===== config.mk =====
export PLATFORM = sky130hd
export DESIGN_NAME = raster_blit_with_reflection_fade
export DESIGN_NICKNAME = d
export VERILOG_FILES = /design/src/rtl/core/rbf_pkg.sv /design/src/rtl/core/raster_blit_with_reflection_fade.sv /design/src/rtl/core/rbf_div.sv /design/src/rtl/core/rbf_seq.sv
export SDC_FILE = /design/constraint.sdc
export NUM_CORES = 2
export LEC_CHECK = 0
export ABC_AREA = 1
export BUFFER_PORTS_ARGS = -buffer_cell sky130_fd_sc_hd__buf_2
export CAP_MARGIN = 20
export CELL_PAD_IN_SITES_DETAIL_PLACEMENT = 1
export CELL_PAD_IN_SITES_GLOBAL_PLACEMENT = 1
export CORE_UTILIZATION = 44
export CTS_CLUSTER_SIZE = 24
export DETAILED_ROUTE_END_ITERATION = 8
export PLACE_DENSITY_LB_ADDON = 0.1
export SYNTH_ARGS = -nofsm -noshare
export SYNTH_HDL_FRONTEND = slang
export SYNTH_SLANG_ARGS = --single-unit

===== constraint.sdc =====
create_clock -name clk -period 7.8 [get_ports clk]
set_clock_uncertainty 0.05 [all_clocks]
set_input_delay 1.56 -clock clk [delete_from_list [all_inputs] [get_ports clk]]
set_output_delay 1.56 -clock clk [all_outputs]
set_load 0.02 [all_outputs]

===== src/rtl/core/rbf_pkg.sv =====
// Shared types, constants and helpers for the raster blit with reflection fade.
package rbf_pkg;

	localparam int FMT_W      = 2;
	localparam int UNITS_W    = 13;
	localparam int ROWS_W     = 13;
	localparam int REFL_W     = 12;
	localparam int STRIDE_W   = 15;
	localparam int CFG_IDX_W  = 3;
	localparam int CFG_DATA_W = 15;
	localparam int OFF_W      = 27;
	localparam int PIX_W      = 32;
	localparam int FADE_QW    = 7;   // fade factor is at most 64

	localparam logic [PIX_W-1:0] PIX_BIT_SET   = 32'h0000_0000;
	localparam logic [PIX_W-1:0] PIX_BIT_CLEAR = 32'hFFFF_FFFF;

	typedef enum logic [FMT_W-1:0] {
		FMT_BILEVEL = 2'd0,
		FMT_COPY16  = 2'd1,
		FMT_COPY32  = 2'd2,
		FMT_SWAP32  = 2'd3
	} fmt_t;

	typedef enum logic [CFG_IDX_W-1:0] {
		CFG_PIXEL_FORMAT    = 3'd0,
		CFG_ROW_UNITS       = 3'd1,
		CFG_IMAGE_ROWS      = 3'd2,
		CFG_REFLECTION_ROWS = 3'd3,
		CFG_DEST_STRIDE     = 3'd4
	} cfg_idx_t;

	typedef struct packed {
		fmt_t                pixel_format;
		logic [UNITS_W-1:0]  row_units;
		logic [ROWS_W-1:0]   image_rows;
		logic [REFL_W-1:0]   reflection_rows;
		logic [STRIDE_W-1:0] dest_stride;
	} cfg_regs_t;

	typedef enum logic [2:0] {
		ST_IDLE,
		ST_MUL_ROW,
		ST_SUM_ROW,
		ST_DIV,
		ST_EMIT_DIR,
		ST_EMIT_MIR
	} seq_state_t;

	// zero acts as one, oversize acts as the limit
	function automatic logic [31:0] clamp_dim(logic [ROWS_W-1:0] v, logic [31:0] hi);
		logic [31:0] r;
		if (v == '0) begin
			r = 32'd1;
		end else if (32'(v) > hi) begin
			r = hi;
		end else begin
			r = 32'(v);
		end
		return r;
	endfunction

	// each byte scaled by f/256, truncated
	function automatic logic [PIX_W-1:0] fade_pixel(logic [PIX_W-1:0] p,
			logic [FADE_QW-1:0] f);
		logic [PIX_W-1:0]     r;
		logic [FADE_QW+7:0]   prod;
		r = '0;
		for (int k = 0; k < 4; k++) begin
			prod = (FADE_QW+8)'(p[8*k +: 8]) * (FADE_QW+8)'(f);
			r[8*k +: 8] = 8'(prod >> 8);
		end
		return r;
	endfunction

endpackage


===== src/rtl/core/raster_blit_with_reflection_fade.sv =====
// Top level: configuration registers, row/column tracking and the write sequencer.
//
// Each source request becomes framebuffer writes at row*dest_stride + column*P*bpp:
// eight 32-bit pixels from the low byte in bilevel format (P = 8), one pixel otherwise
// (P = 1), followed by the same number of faded writes to the mirrored row when
// the row lies in the bottom reflection band. Writes leave one per cycle through the
// single write port and an output register while the sink keeps up. A request passes
// through the shared row-base multiplier, for the direct row and then for the mirrored
// one, and a reflected row also waits on the bit-serial fade divider (seven quotient
// steps).
// src_ready is low while a request is being worked; configuration writes are
// taken at any time but must only be issued while the block is idle.
module raster_blit_with_reflection_fade
	import rbf_pkg::*;
#(
	parameter int MAX_ROWS      = 4096,
	parameter int MAX_ROW_UNITS = 4096
) (
	input  logic                  clk,
	input  logic                  arst_n,
	input  logic                  cfg_wr_en,
	input  logic [CFG_IDX_W-1:0]  cfg_index,
	input  logic [CFG_DATA_W-1:0] cfg_data,
	input  logic                  src_valid,
	output logic                  src_ready,
	input  logic [PIX_W-1:0]      source_unit,
	output logic                  wr_valid,
	input  logic                  wr_ready,
	output logic [OFF_W-1:0]      dest_offset,
	output logic [PIX_W-1:0]      pixel_data,
	output logic                  is_reflection,
	output logic                  last
);

	localparam int RW = (MAX_ROWS > 1) ? $clog2(MAX_ROWS) : 1;
	localparam int CW = (MAX_ROW_UNITS > 1) ? $clog2(MAX_ROW_UNITS) : 1;
	localparam int HW = $clog2(MAX_ROWS+1);
	localparam int UW = $clog2(MAX_ROW_UNITS+1);

	cfg_regs_t     cfg_q;
	logic [RW-1:0] row_q;
	logic [CW-1:0] col_q;
	logic [HW-1:0] h;
	logic [UW-1:0] w;
	logic          accept;
	logic          row_end;
	logic          frame_end;

	always_ff @(posedge clk or negedge arst_n) begin
		if (!arst_n) begin
			cfg_q.pixel_format    <= FMT_BILEVEL;
			cfg_q.row_units       <= UNITS_W'(1);
			cfg_q.image_rows      <= ROWS_W'(1);
			cfg_q.reflection_rows <= '0;
			cfg_q.dest_stride     <= STRIDE_W'(1);
		end else if (cfg_wr_en) begin
			unique case (cfg_index)
				CFG_PIXEL_FORMAT:    cfg_q.pixel_format    <= fmt_t'(cfg_data[FMT_W-1:0]);
				CFG_ROW_UNITS:       cfg_q.row_units       <= cfg_data[UNITS_W-1:0];
				CFG_IMAGE_ROWS:      cfg_q.image_rows      <= cfg_data[ROWS_W-1:0];
				CFG_REFLECTION_ROWS: cfg_q.reflection_rows <= cfg_data[REFL_W-1:0];
				CFG_DEST_STRIDE:     cfg_q.dest_stride     <= cfg_data[STRIDE_W-1:0];
				default: ;
			endcase
		end
	end

	assign w = UW'(clamp_dim(cfg_q.row_units, 32'(MAX_ROW_UNITS)));
	assign h = HW'(clamp_dim(cfg_q.image_rows, 32'(MAX_ROWS)));

	// position advances at accept; a bound reached or passed wraps to zero
	assign accept    = src_valid && src_ready;
	assign row_end   = (32'(col_q) + 32'd1) >= 32'(w);
	assign frame_end = (32'(row_q) + 32'd1) >= 32'(h);

	always_ff @(posedge clk or negedge arst_n) begin
		if (!arst_n) begin
			row_q <= '0;
			col_q <= '0;
		end else if (accept) begin
			if (row_end) begin
				col_q <= '0;
				row_q <= frame_end ? '0 : row_q + 1'b1;
			end else begin
				col_q <= col_q + 1'b1;
			end
		end
	end

	rbf_seq #(
		.MAX_ROWS      (MAX_ROWS),
		.MAX_ROW_UNITS (MAX_ROW_UNITS)
	) u_seq (
		.clk           (clk),
		.arst_n        (arst_n),
		.cfg           (cfg_q),
		.h             (h),
		.row           (row_q),
		.col           (col_q),
		.src_valid     (src_valid),
		.src_ready     (src_ready),
		.source_unit   (source_unit),
		.wr_valid      (wr_valid),
		.wr_ready      (wr_ready),
		.dest_offset   (dest_offset),
		.pixel_data    (pixel_data),
		.is_reflection (is_reflection),
		.last          (last)
	);

	a_busy_after_accept: assert property (@(posedge clk) disable iff (!arst_n)
		accept |=> !src_ready)
		else $error("sequencer ready right after taking a request");

	a_col_holds: assert property (@(posedge clk) disable iff (!arst_n)
		!accept |=> $stable(col_q) && $stable(row_q))
		else $error("position moved without a request");

	a_refl_enabled: assert property (@(posedge clk) disable iff (!arst_n)
		wr_valid && is_reflection |-> cfg_q.reflection_rows != '0)
		else $error("mirrored write with reflection disabled");

	a_row_bound: assert property (@(posedge clk) disable iff (!arst_n)
		32'(row_q) < 32'(MAX_ROWS))
		else $error("row count beyond maximum");

endmodule


===== src/rtl/core/rbf_div.sv =====
// Iterative restoring divider for the fade factor floor(n*64/r), one bit per cycle.
module rbf_div
	import rbf_pkg::*;
(
	input  logic               clk,
	input  logic               arst_n,
	input  logic               start,
	input  logic [REFL_W-1:0]  num,
	input  logic [REFL_W-1:0]  den,
	output logic               busy,
	output logic [FADE_QW-1:0] quot
);

	logic [REFL_W-1:0]           rem_q;
	logic                        nbit_q;
	logic [FADE_QW-1:0]          quot_q;
	logic [$clog2(FADE_QW+1)-1:0] cnt_q;
	logic                        busy_q;
	logic [REFL_W:0]             trial;
	logic                        fits;

	// dividend is num<<6; its bits above the quotient range seed the remainder
	assign trial = {rem_q, nbit_q};
	assign fits  = trial >= {1'b0, den};

	always_ff @(posedge clk or negedge arst_n) begin
		if (!arst_n) begin
			busy_q <= 1'b0;
			cnt_q  <= '0;
		end else if (start) begin
			busy_q <= 1'b1;
			cnt_q  <= ($clog2(FADE_QW+1))'(FADE_QW);
		end else if (busy_q) begin
			cnt_q <= cnt_q - 1'b1;
			if (cnt_q == ($clog2(FADE_QW+1))'(1)) begin
				busy_q <= 1'b0;
			end
		end
	end

	always_ff @(posedge clk) begin
		if (start) begin
			rem_q  <= {1'b0, num[REFL_W-1:1]};
			nbit_q <= num[0];
			quot_q <= '0;
		end else if (busy_q) begin
			nbit_q <= 1'b0;
			quot_q <= {quot_q[FADE_QW-2:0], fits};
			if (fits) begin
				rem_q <= REFL_W'(trial - {1'b0, den});
			end else begin
				rem_q <= trial[REFL_W-1:0];
			end
		end
	end

	assign busy = busy_q;
	assign quot = quot_q;

endmodule


===== src/rtl/core/rbf_seq.sv =====
// Per-request sequencer: shared row multiplier, fade divider, write emission and output register.
module rbf_seq
	import rbf_pkg::*;
#(
	parameter int MAX_ROWS      = 4096,
	parameter int MAX_ROW_UNITS = 4096
) (
	input  logic                clk,
	input  logic                arst_n,
	input  cfg_regs_t           cfg,
	input  logic [$clog2(MAX_ROWS+1)-1:0] h,
	input  logic [((MAX_ROWS > 1) ? $clog2(MAX_ROWS) : 1)-1:0] row,
	input  logic [((MAX_ROW_UNITS > 1) ? $clog2(MAX_ROW_UNITS) : 1)-1:0] col,
	input  logic                src_valid,
	output logic                src_ready,
	input  logic [PIX_W-1:0]    source_unit,
	output logic                wr_valid,
	input  logic                wr_ready,
	output logic [OFF_W-1:0]    dest_offset,
	output logic [PIX_W-1:0]    pixel_data,
	output logic                is_reflection,
	output logic                last
);

	localparam int RW = (MAX_ROWS > 1) ? $clog2(MAX_ROWS) : 1;
	localparam int CW = (MAX_ROW_UNITS > 1) ? $clog2(MAX_ROW_UNITS) : 1;
	localparam int HW = $clog2(MAX_ROWS+1);

	seq_state_t state_q, state_d;

	logic [PIX_W-1:0]     src_q;
	logic [RW-1:0]        row_q;
	logic [CW-1:0]        col_q;
	logic [OFF_W-1:0]     prod_q;
	logic [OFF_W-1:0]     off_q;
	logic [OFF_W-1:0]     moff_q;
	logic                 refl_q;
	logic [2:0]           pix_q;

	logic                 wr_valid_q;
	logic [OFF_W-1:0]     wr_off_q;
	logic [PIX_W-1:0]     wr_data_q;
	logic                 wr_refl_q;
	logic                 wr_last_q;

	logic                 accept;
	logic                 load;
	logic                 div_start;
	logic                 div_busy;
	logic [FADE_QW-1:0]   fade_f;

	logic [REFL_W-1:0]    r;
	logic [HW-1:0]        lo;
	logic                 refl;
	logic [REFL_W-1:0]    n;
	logic [HW:0]          mrow;
	logic [HW:0]          mul_a;
	logic [HW+STRIDE_W:0] mul_p;
	logic [OFF_W-1:0]     base;
	logic [OFF_W-1:0]     bpp;
	logic                 last_pix;
	logic [2:0]           bit_idx;
	logic [PIX_W-1:0]     pix;

	// geometry of this row
	assign r    = (32'(cfg.reflection_rows) > 32'(h)) ? REFL_W'(h) : cfg.reflection_rows;
	assign lo   = h - HW'(r);
	assign refl = (r != '0) && (HW'(row_q) >= lo) && (HW'(row_q) < h);
	assign n    = REFL_W'(32'(row_q) - 32'(lo) + 32'd1);
	assign mrow = ({1'b0, h} << 1) - (HW+1)'(1) - (HW+1)'(row_q);

	// one multiplier serves both the direct and the mirrored row base
	assign mul_a = (state_q == ST_MUL_ROW) ? (HW+1)'(row_q) : mrow;
	assign mul_p = (HW+STRIDE_W+1)'(mul_a) * (HW+STRIDE_W+1)'(cfg.dest_stride);

	always_comb begin
		unique case (cfg.pixel_format)
			FMT_BILEVEL: begin
				base = OFF_W'(col_q) << 5;
				bpp  = OFF_W'(4);
			end
			FMT_COPY16: begin
				base = OFF_W'(col_q) << 1;
				bpp  = OFF_W'(2);
			end
			default: begin
				base = OFF_W'(col_q) << 2;
				bpp  = OFF_W'(4);
			end
		endcase
	end

	// bilevel expands MSB first
	assign bit_idx = ~pix_q;

	always_comb begin
		unique case (cfg.pixel_format)
			FMT_BILEVEL: pix = src_q[bit_idx] ? PIX_BIT_SET : PIX_BIT_CLEAR;
			FMT_COPY16:  pix = {16'h0000, src_q[15:0]};
			FMT_COPY32:  pix = src_q;
			default:     pix = {src_q[7:0], src_q[15:8], src_q[23:16], src_q[31:24]};
		endcase
	end

	assign last_pix = (cfg.pixel_format != FMT_BILEVEL) || (pix_q == 3'd7);

	rbf_div u_div (
		.clk    (clk),
		.arst_n (arst_n),
		.start  (div_start),
		.num    (n),
		.den    (r),
		.busy   (div_busy),
		.quot   (fade_f)
	);

	// handshake and strobes
	always_comb begin
		src_ready = (state_q == ST_IDLE);
		accept    = src_valid && src_ready;
		load      = ((state_q == ST_EMIT_DIR) || (state_q == ST_EMIT_MIR)) &&
		            (!wr_valid_q || wr_ready);
		div_start = (state_q == ST_SUM_ROW) && refl;
	end

	always_comb begin
		state_d = state_q;
		unique case (state_q)
			ST_IDLE:     if (accept) state_d = ST_MUL_ROW;
			ST_MUL_ROW:  state_d = ST_SUM_ROW;
			ST_SUM_ROW:  state_d = refl ? ST_DIV : ST_EMIT_DIR;
			ST_DIV:      if (!div_busy) state_d = ST_EMIT_DIR;
			ST_EMIT_DIR: begin
				if (load && last_pix) state_d = refl_q ? ST_EMIT_MIR : ST_IDLE;
			end
			ST_EMIT_MIR: if (load && last_pix) state_d = ST_IDLE;
			default:     state_d = ST_IDLE;
		endcase
	end

	always_ff @(posedge clk or negedge arst_n) begin
		if (!arst_n) begin
			state_q    <= ST_IDLE;
			wr_valid_q <= 1'b0;
		end else begin
			state_q <= state_d;
			if (load) begin
				wr_valid_q <= 1'b1;
			end else if (wr_ready) begin
				wr_valid_q <= 1'b0;
			end
		end
	end

	always_ff @(posedge clk) begin
		unique case (state_q)
			ST_IDLE: begin
				if (accept) begin
					src_q <= source_unit;
					row_q <= row;
					col_q <= col;
					pix_q <= '0;
				end
			end
			ST_MUL_ROW: prod_q <= OFF_W'(mul_p);
			ST_SUM_ROW: begin
				off_q  <= prod_q + base;
				refl_q <= refl;
				prod_q <= OFF_W'(mul_p);
			end
			ST_DIV: moff_q <= prod_q + base;
			ST_EMIT_DIR: begin
				if (load) begin
					wr_off_q  <= off_q;
					wr_data_q <= pix;
					wr_refl_q <= 1'b0;
					wr_last_q <= last_pix && !refl_q;
					off_q     <= off_q + bpp;
					pix_q     <= last_pix ? 3'd0 : pix_q + 3'd1;
				end
			end
			ST_EMIT_MIR: begin
				if (load) begin
					wr_off_q  <= moff_q;
					wr_data_q <= fade_pixel(pix, fade_f);
					wr_refl_q <= 1'b1;
					wr_last_q <= last_pix;
					moff_q    <= moff_q + bpp;
					pix_q     <= last_pix ? 3'd0 : pix_q + 3'd1;
				end
			end
			default: ;
		endcase
	end

	assign wr_valid      = wr_valid_q;
	assign dest_offset   = wr_off_q;
	assign pixel_data    = wr_data_q;
	assign is_reflection = wr_refl_q;
	assign last          = wr_last_q;

endmodule


Word-level counts from Yosys, hierarchy flattened --
Cells that the tools add are included.
Cells by class: add/sub/neg operators 15, multipliers 5, divide/modulo/power cells 0, magnitude comparators 9, equality and inequality tests 20, shift-type cells 0, mux-type cells 53, bitwise operators 1, reductions and logical operators 39
Operator list (number):
- $pmux 27 s2 | 3
- $mux 27 | 4
- $mux 32 | 3
- $pmux 32 s3 | 1
- $add 27x27->27 | 3
- $pmux 32 s2 | 1
- $mul 8x7->15 | 4
- $mux 13 | 4
- $mux 12 | 4
- $add 12x1->12 const B | 3
- $mux 3 | 12
- $pmux 17 s2 | 1
- $mul 14x15->27 | 1
- $add 12x1->13 const B | 2
- $ge 13x13->1 | 2
- $gt 13x13->1 const B | 2
- $logic_not 13->1 | 2
- $sub 12x12->12 | 2
- $mux 11 | 2
- $pmux 3 s6 | 1
- $reduce_and 2->1 | 9
- $mux 14 | 1
- $reduce_bool 2->1 | 7
- $sub 14x1->14 const B | 1
- other kinds (30) | 67
Storage, ports and cells: flip-flop bits (word level) 309, latch bits 0, RAM bits 0, ROM bits 0, input port bits 55, memories 0

Logic depth before layout (Yosys ltp) --
depth after elaboration 11, gate-level depth with buffers 43, depth with buffers taken out 43

Cells and area by module --
A second synthesis with hierarchy kept.
Unflattened totals: cells, all modules 4212, area, all modules 33399.5 um^2
Modules (own cells, without submodules):
- rbf_seq | instances 1, cells each 3342, area each 26909.6 um^2, sequential area each 6165.9 um^2
- raster_blit_with_reflection_fade | instances 1, cells each 592, area each 4514.3 um^2, sequential area each 1980.6 um^2
- rbf_div | instances 1, cells each 278, area each 1975.6 um^2, sequential area each 620.6 um^2

Worst setup path after synthesis --
OpenSTA, ideal clock, no wires.
path type reg-to-reg, from reg cfg_q[29] (netlist name), to reg u_seq.prod_q[25] (data pin), arrival 7.492 ns, required time 7.482 ns, path slack -0.010 ns, stages on the path, launching flop included 40, cell sequence dfrtp_1 -> or2_1 -> nor2_1 -> nand2_1 -> nand2_2 -> nand2_2 -> inv_1 -> ha_1 -> inv_1 -> fa_1 -> inv_1 -> nand2_1 -> nand2_1 -> o21ai_0 -> o21ai_0 -> nand3_1 -> nand2_1 -> xor2_1 -> [... 4 more ...] -> fa_1 -> inv_1 -> fa_1 -> fa_1 -> fa_1 -> fa_1 -> inv_1 -> fa_1 -> inv_1 -> ha_1 -> a21oi_1 -> o21ai_0 -> a21oi_1 -> nand3_1 -> nand3_1 -> nand2_1 -> a211oi_1 -> xor2_1
On the way: cells in the longest elaborated chain, start to end 7, elaborated cells on any way between the ends 8, classes of those cells add/sub: 2; mul: 1; order compare: 1; mux: 3; reduce/logical: 1
Ends and longest elaborated chain:
- start: declaration | line raster_blit_with_reflection_fade.sv:40 | cfg_regs_t cfg_q;
- $gt 13x13->1 | line rbf_pkg.sv:55 | end else if (32'(v) > hi) begin
- $mux 13 | line rbf_pkg.sv:55
- $mux 13 (*) | line rbf_pkg.sv:53 | if (v == '0) begin
- $sub 14x1->14 (*) | line rbf_seq.sv:70 | assign mrow = ({1'b0, h} << 1) - (HW+1)'(1) - (HW+1)'(row_q);
- $sub 14x12->14 (*) | line rbf_seq.sv:70
- $mux 14 (*) | line rbf_seq.sv:73 | assign mul_a = (state_q == ST_MUL_ROW) ? (HW+1)'(row_q) : mrow;
- $mul 14x15->27 (*) | line rbf_seq.sv:74 | assign mul_p = (HW+STRIDE_W+1)'(mul_a) * (HW+STRIDE_W+1)'(cfg.dest_stride);
- named net u_seq.mul_p[25] | line rbf_seq.sv:58 | logic [HW+STRIDE_W:0] mul_p;
- end signal: assignment | line rbf_seq.sv:165 | ST_MUL_ROW: prod_q <= OFF_W'(mul_p);
- end signal: assignment | line rbf_seq.sv:169 | prod_q <= OFF_W'(mul_p);
- end: declaration | line rbf_seq.sv:34 | logic [OFF_W-1:0] prod_q;
The timed path passes the listed nets; every way through them passes the cells marked *. A chain may end at the register's enable or synchronous reset.

Final worst setup path --
from reg cfg_q[29] (netlist name), to reg u_seq.prod_q[19] (data pin)
The elaborated chain is that of the path after synthesis.

==> results <==
- Among all flip-flop cells after synthesis, the most frequent one is edfxtp_1.
- The first detailed-routing pass ran for 7 iterations.
- Clock latency on the worst-skew pair, taken at its later pin, is 590 ps.
- The transition at the pin with the smallest max-transition slack is 1016 ps.
- Counting every sink on the clock net gives 309.
- After Yosys synthesis, full adders, half adders and majority gates account for 29.92% of the synthesized area.
- The fraction of final layout cells sized beyond drive strength 1 is 10.66%.
- The master of the slowest instance on the critical path is fa_1.
- After detailed placement, the total cell area comes to 34,990 sq um.
- The area fraction in compound gates after synthesis is 8.646%.
- The clock period could shrink to 7597 ps.
- The worst slew margin relative to its limit is 32.24%.
- The first global-routing pass estimated 160,800 microns of wire.
- The total of endpoints with negative setup slack in the final report is 0.
- Global routing used 45.46% of the available met2 tracks.
- The TritonCTS clock tree is done.
- The count of buffers added on input and output ports is 117.
- The class of the tightest hold or removal check is reg -> reg.
- The number of endpoints with negative hold slack in the final report was 0.
- The clock tree root buffer cell is clkbuf_16.
- The minimum setup slack among reg-to-reg paths is 200 ps.
- The path with the worst hold slack has its endpoint at u_seq.col_q[7].
- Detailed placement finished with a half-perimeter wire length of 79,860 microns.
- Measured in cells, the most critical reg-to-reg path has a length of 37.
- Of the total synthesized cell area, the portion taken by XOR and XNOR cells is 3.669%.
- The synthesized netlist devotes 21.51% of its cell area to simple gates.
- The number of vias in the routed layout is 28,030.
- Averaged over all synthesized cells, the footprint is 7.984 sq um.
- The deepest clock path buffer count is 3.
- The clock buffer count from CTS is 41.
- Once layout is complete, the cells apart from fillers number 5,284.
- Counting flops with a built-in enable in the synthesized netlist gives 214.
- The flow ran to the end, but the final reports show violations.
- The number of global-route vias before repair is 29,448.
- Cells fill 50.33% of the core in the end.
- For this configuration, the core starts out at a cell density of 44.67%.
- Measured against the total synthesized area, the mux share comes to 0%.
- The detailed-route vias per instance is 5.305.
- The Yosys step of the flow raised 0 warnings.
- 118 I/O pins were placed.
- The final count of pins violating max slew came to 0.
- The initial antenna violation count is 4.
- The cell that appears most often on the critical path is fa_1.
- The met3 global-route usage is 3.544%.
- For this run, design rule violations remaining after detail routing come to 18.
- The region available for standard cell placement spans 73,210 sq um.
- In this run the worst path has a maximum fanout of 3.
- The timing-limited maximum frequency is 0.1316 GHz.
- For this run, the slowest stage of the critical path takes 550 ps.
- The slack of the critical path is 203.4 ps.
- The worst setup path is launched from a flop.
- The data arrival time of the critical path is 7880 ps.
- The beginning of the worst hold path is col_q[7].
- Across the run, the number of max-cap violations was 0.
- The die outline width is 274.6 microns.
- The clock slew at the register clock pins of the worst setup and hold paths is 60 ps.
- The worst setup path is captured at a flop.
- The number of library cell types mapped by synthesis is 55.
- The average wire per standard cell is 19.30 microns.
- The worst slack at placement is -285.7 ps.
- The count of placed standard cells including taps is 5,190.
- The routing usage on met1 is 37.12%.
- The count of mapped cells out of synthesis is 4,096.
- The largest family of logic cells by synthesized area is adder cells.
- In this run the number of H-tree levels came out at 2.
- From bottom edge to top edge, the die measures 274.6 microns.
- The remaining antenna violation count is 0.
- Compared with the post-synthesis result, the final layout area differs by 12.67%.
- The worst hold path cell count is 0.
- The number of nets in the final layout is 4,965.
- The net count after synthesis is 4,768.
- The largest net degree at the start of global routing is 86.
- The critical setup path kind is reg -> reg.
- For this design, the CTS-stage hold fixing added 0 buffers.
- Counting flops with an async set or reset pin after synthesis yields a share of 28.16%.
- For this block, the initial DRC count from the detailed router was 1,502.
- In this run the critical register-to-register path is launched from cfg_q[29].
- Routability-driven placement finished with a final weighted congestion of 0.8968.
- The worst path uses 97.39% of the clock period.
- The required time of the critical path is 8080 ps.
- After routing the design area is 36,850 sq um.
- The final reports fail on DRC.
- In the global route stage, overall resource usage came out at 27.27%.
- The synthesized cell area is 32,700 sq um.
- The full die area is 75,420 sq um.
- In this run the critical register-to-register path is captured at u_seq.prod_q[19].
- For this run the aggregate overflow at the end of global routing stands at 0.
- The standard-cell row count is 99.
- 0 antenna diodes ended up in the layout.
- The aggregate routed wire length is 102,000 microns.
- After synthesis, flip-flops and latches occupy 26.81% of the total area.
- The synthesized design contains 309 register bits.
- The layer flagged by global routing as most heavily used is met2.
[worst max-delay path, delay by kind of cell (launching register included)]
| family | cells | cell delay, ps |
|---|---|---|
| buffers and inverters | 9 | 790 |
| xor gates and xnor gates | 1 | 130 |
| AOI/OAI and AO/OA | 7 | 1040 |
| and+or+nand+nor | 11 | 1200 |
| adders and majority gates | 9 | 3770 |
| DFF | 1 | 370 |
[final cells by class]
cell class / instances / area (sq um)
clock buffers: 55 / 1172
clock inverters: 20 / 240.2
fillers: 9019 / 36360
inverters: 704 / 2649
multi-input cells: 2979 / 21150
flip-flops and latches: 309 / 8767
well taps: 959 / 1200
repair buffers: 258 / 1670
[how the worst max path moves through the flow]
stage	from	to	slack, ps	cells past startpoint
floorplan	cfg_q[29]	u_seq.prod_q[25]	30	36
global placement	cfg_q[29]	u_seq.prod_q[25]	-90	35
detailed placement	cfg_q[29]	u_seq.prod_q[25]	-290	35
CTS	cfg_q[28]	u_seq.prod_q[25]	50	38
global route	cfg_q[29]	u_seq.prod_q[24]	-130	40
finish	cfg_q[29]	u_seq.prod_q[19]	200	37
[repair_timing]
item	CTS	global route
setup endpoints to repair	9	15
resized for setup	12	71
pin swaps	10	47
buffers inserted	5	13
hold endpoints to repair	0	0
gates cloned	0	0
[layout by cell type (no fill, tap or decap), drive strengths merged, types with 35 or more instances in the layout]
cell and n:
buf 258, fa 275, ha 342, inv 700
clkbuf 55, xor2 102, nor2 302, dfrtp 84
o21ai 272, nand3 177, edfxtp 214, nor3 47
a21oi 169, xnor2 35, nand2 1079
[metal layers]
layer  part of all wire, %  wire [microns]
met3                   4.6            4672
met2                    46           47360
met5                0.0078               8
met4                   3.0            3024
met1                    46           46930
[synthesized netlist by cell type (6+ instances only)]
library cell,number,share of area (%)
clkbuf_1,77,0.88
dfrtp_1,84,6.4
clkinv_1,10,0.11
nor2_1,294,3.4
nand2_1,1074,12
nor2_2,7,0.13
xnor2_1,35,0.94
a31oi_1,19,0.36
a21o_1,8,0.18
a211oi_1,14,0.32
inv_1,685,7.9
a21oi_1,168,2.6
buf_2,11,0.17
fa_1,275,17
xor2_1,102,2.7
nand3_1,172,2.6
o22ai_1,13,0.25
o21ai_1,15,0.23
buf_1,8,0.092
or2_2,21,0.40
nand3b_1,16,0.37
ha_1,342,13
nor4_1,11,0.21
o21a_1,6,0.14
inv_2,8,0.092
o21ai_0,253,3.9
nand4_1,33,0.63
o21bai_1,7,0.16
dfxtp_1,8,0.49
nor3_1,45,0.69
edfxtp_1,214,20
[state kept, by name (all words and copies together), names as in the netlist]
| signal | cells |
|---|---|
| cfg_q | 55 |
| u_seq.pixel_data | 32 |
| u_seq.src_q | 32 |
| u_seq.dest_offset | 27 |
| u_seq.moff_q | 27 |
| u_seq.off_q | 27 |
| u_seq.prod_q | 27 |
| col_q | 12 |
| row_q | 12 |
| u_seq.col_q | 12 |
| u_seq.row_q | 12 |
| u_seq.u_div.rem_q | 12 |
| u_seq.u_div.quot | 7 |
| u_seq.pix_q | 3 |
| u_seq.state_q | 3 |
| u_seq.u_div.cnt_q | 3 |
| u_seq.is_reflection | 1 |
| u_seq.last | 1 |
| u_seq.refl_q | 1 |
| u_seq.u_div.busy | 1 |
| u_seq.u_div.nbit_q | 1 |
| u_seq.wr_valid | 1 |
[cells by family after synthesis]
kind of cell / count (synthesis)
xor+xnor: 137
simple gates: 1700
buf+inv: 808
compound gates: 525
flops: 309
fa+ha+maj: 617
[metrics by stage]
step / TNS (ps) / hold WS (ps)
after floorplan: 0 / 374.9
after global placement: -97.83 / 381.4
after detailed placement: -1089 / 385.0
after CTS: 0 / 401.1
after global routing: -650.4 / 406.8
final: 0 / 403.8
Power is not shown: default switching activity piles up to over one toggle a cycle in this logic, so the estimate is an artifact.
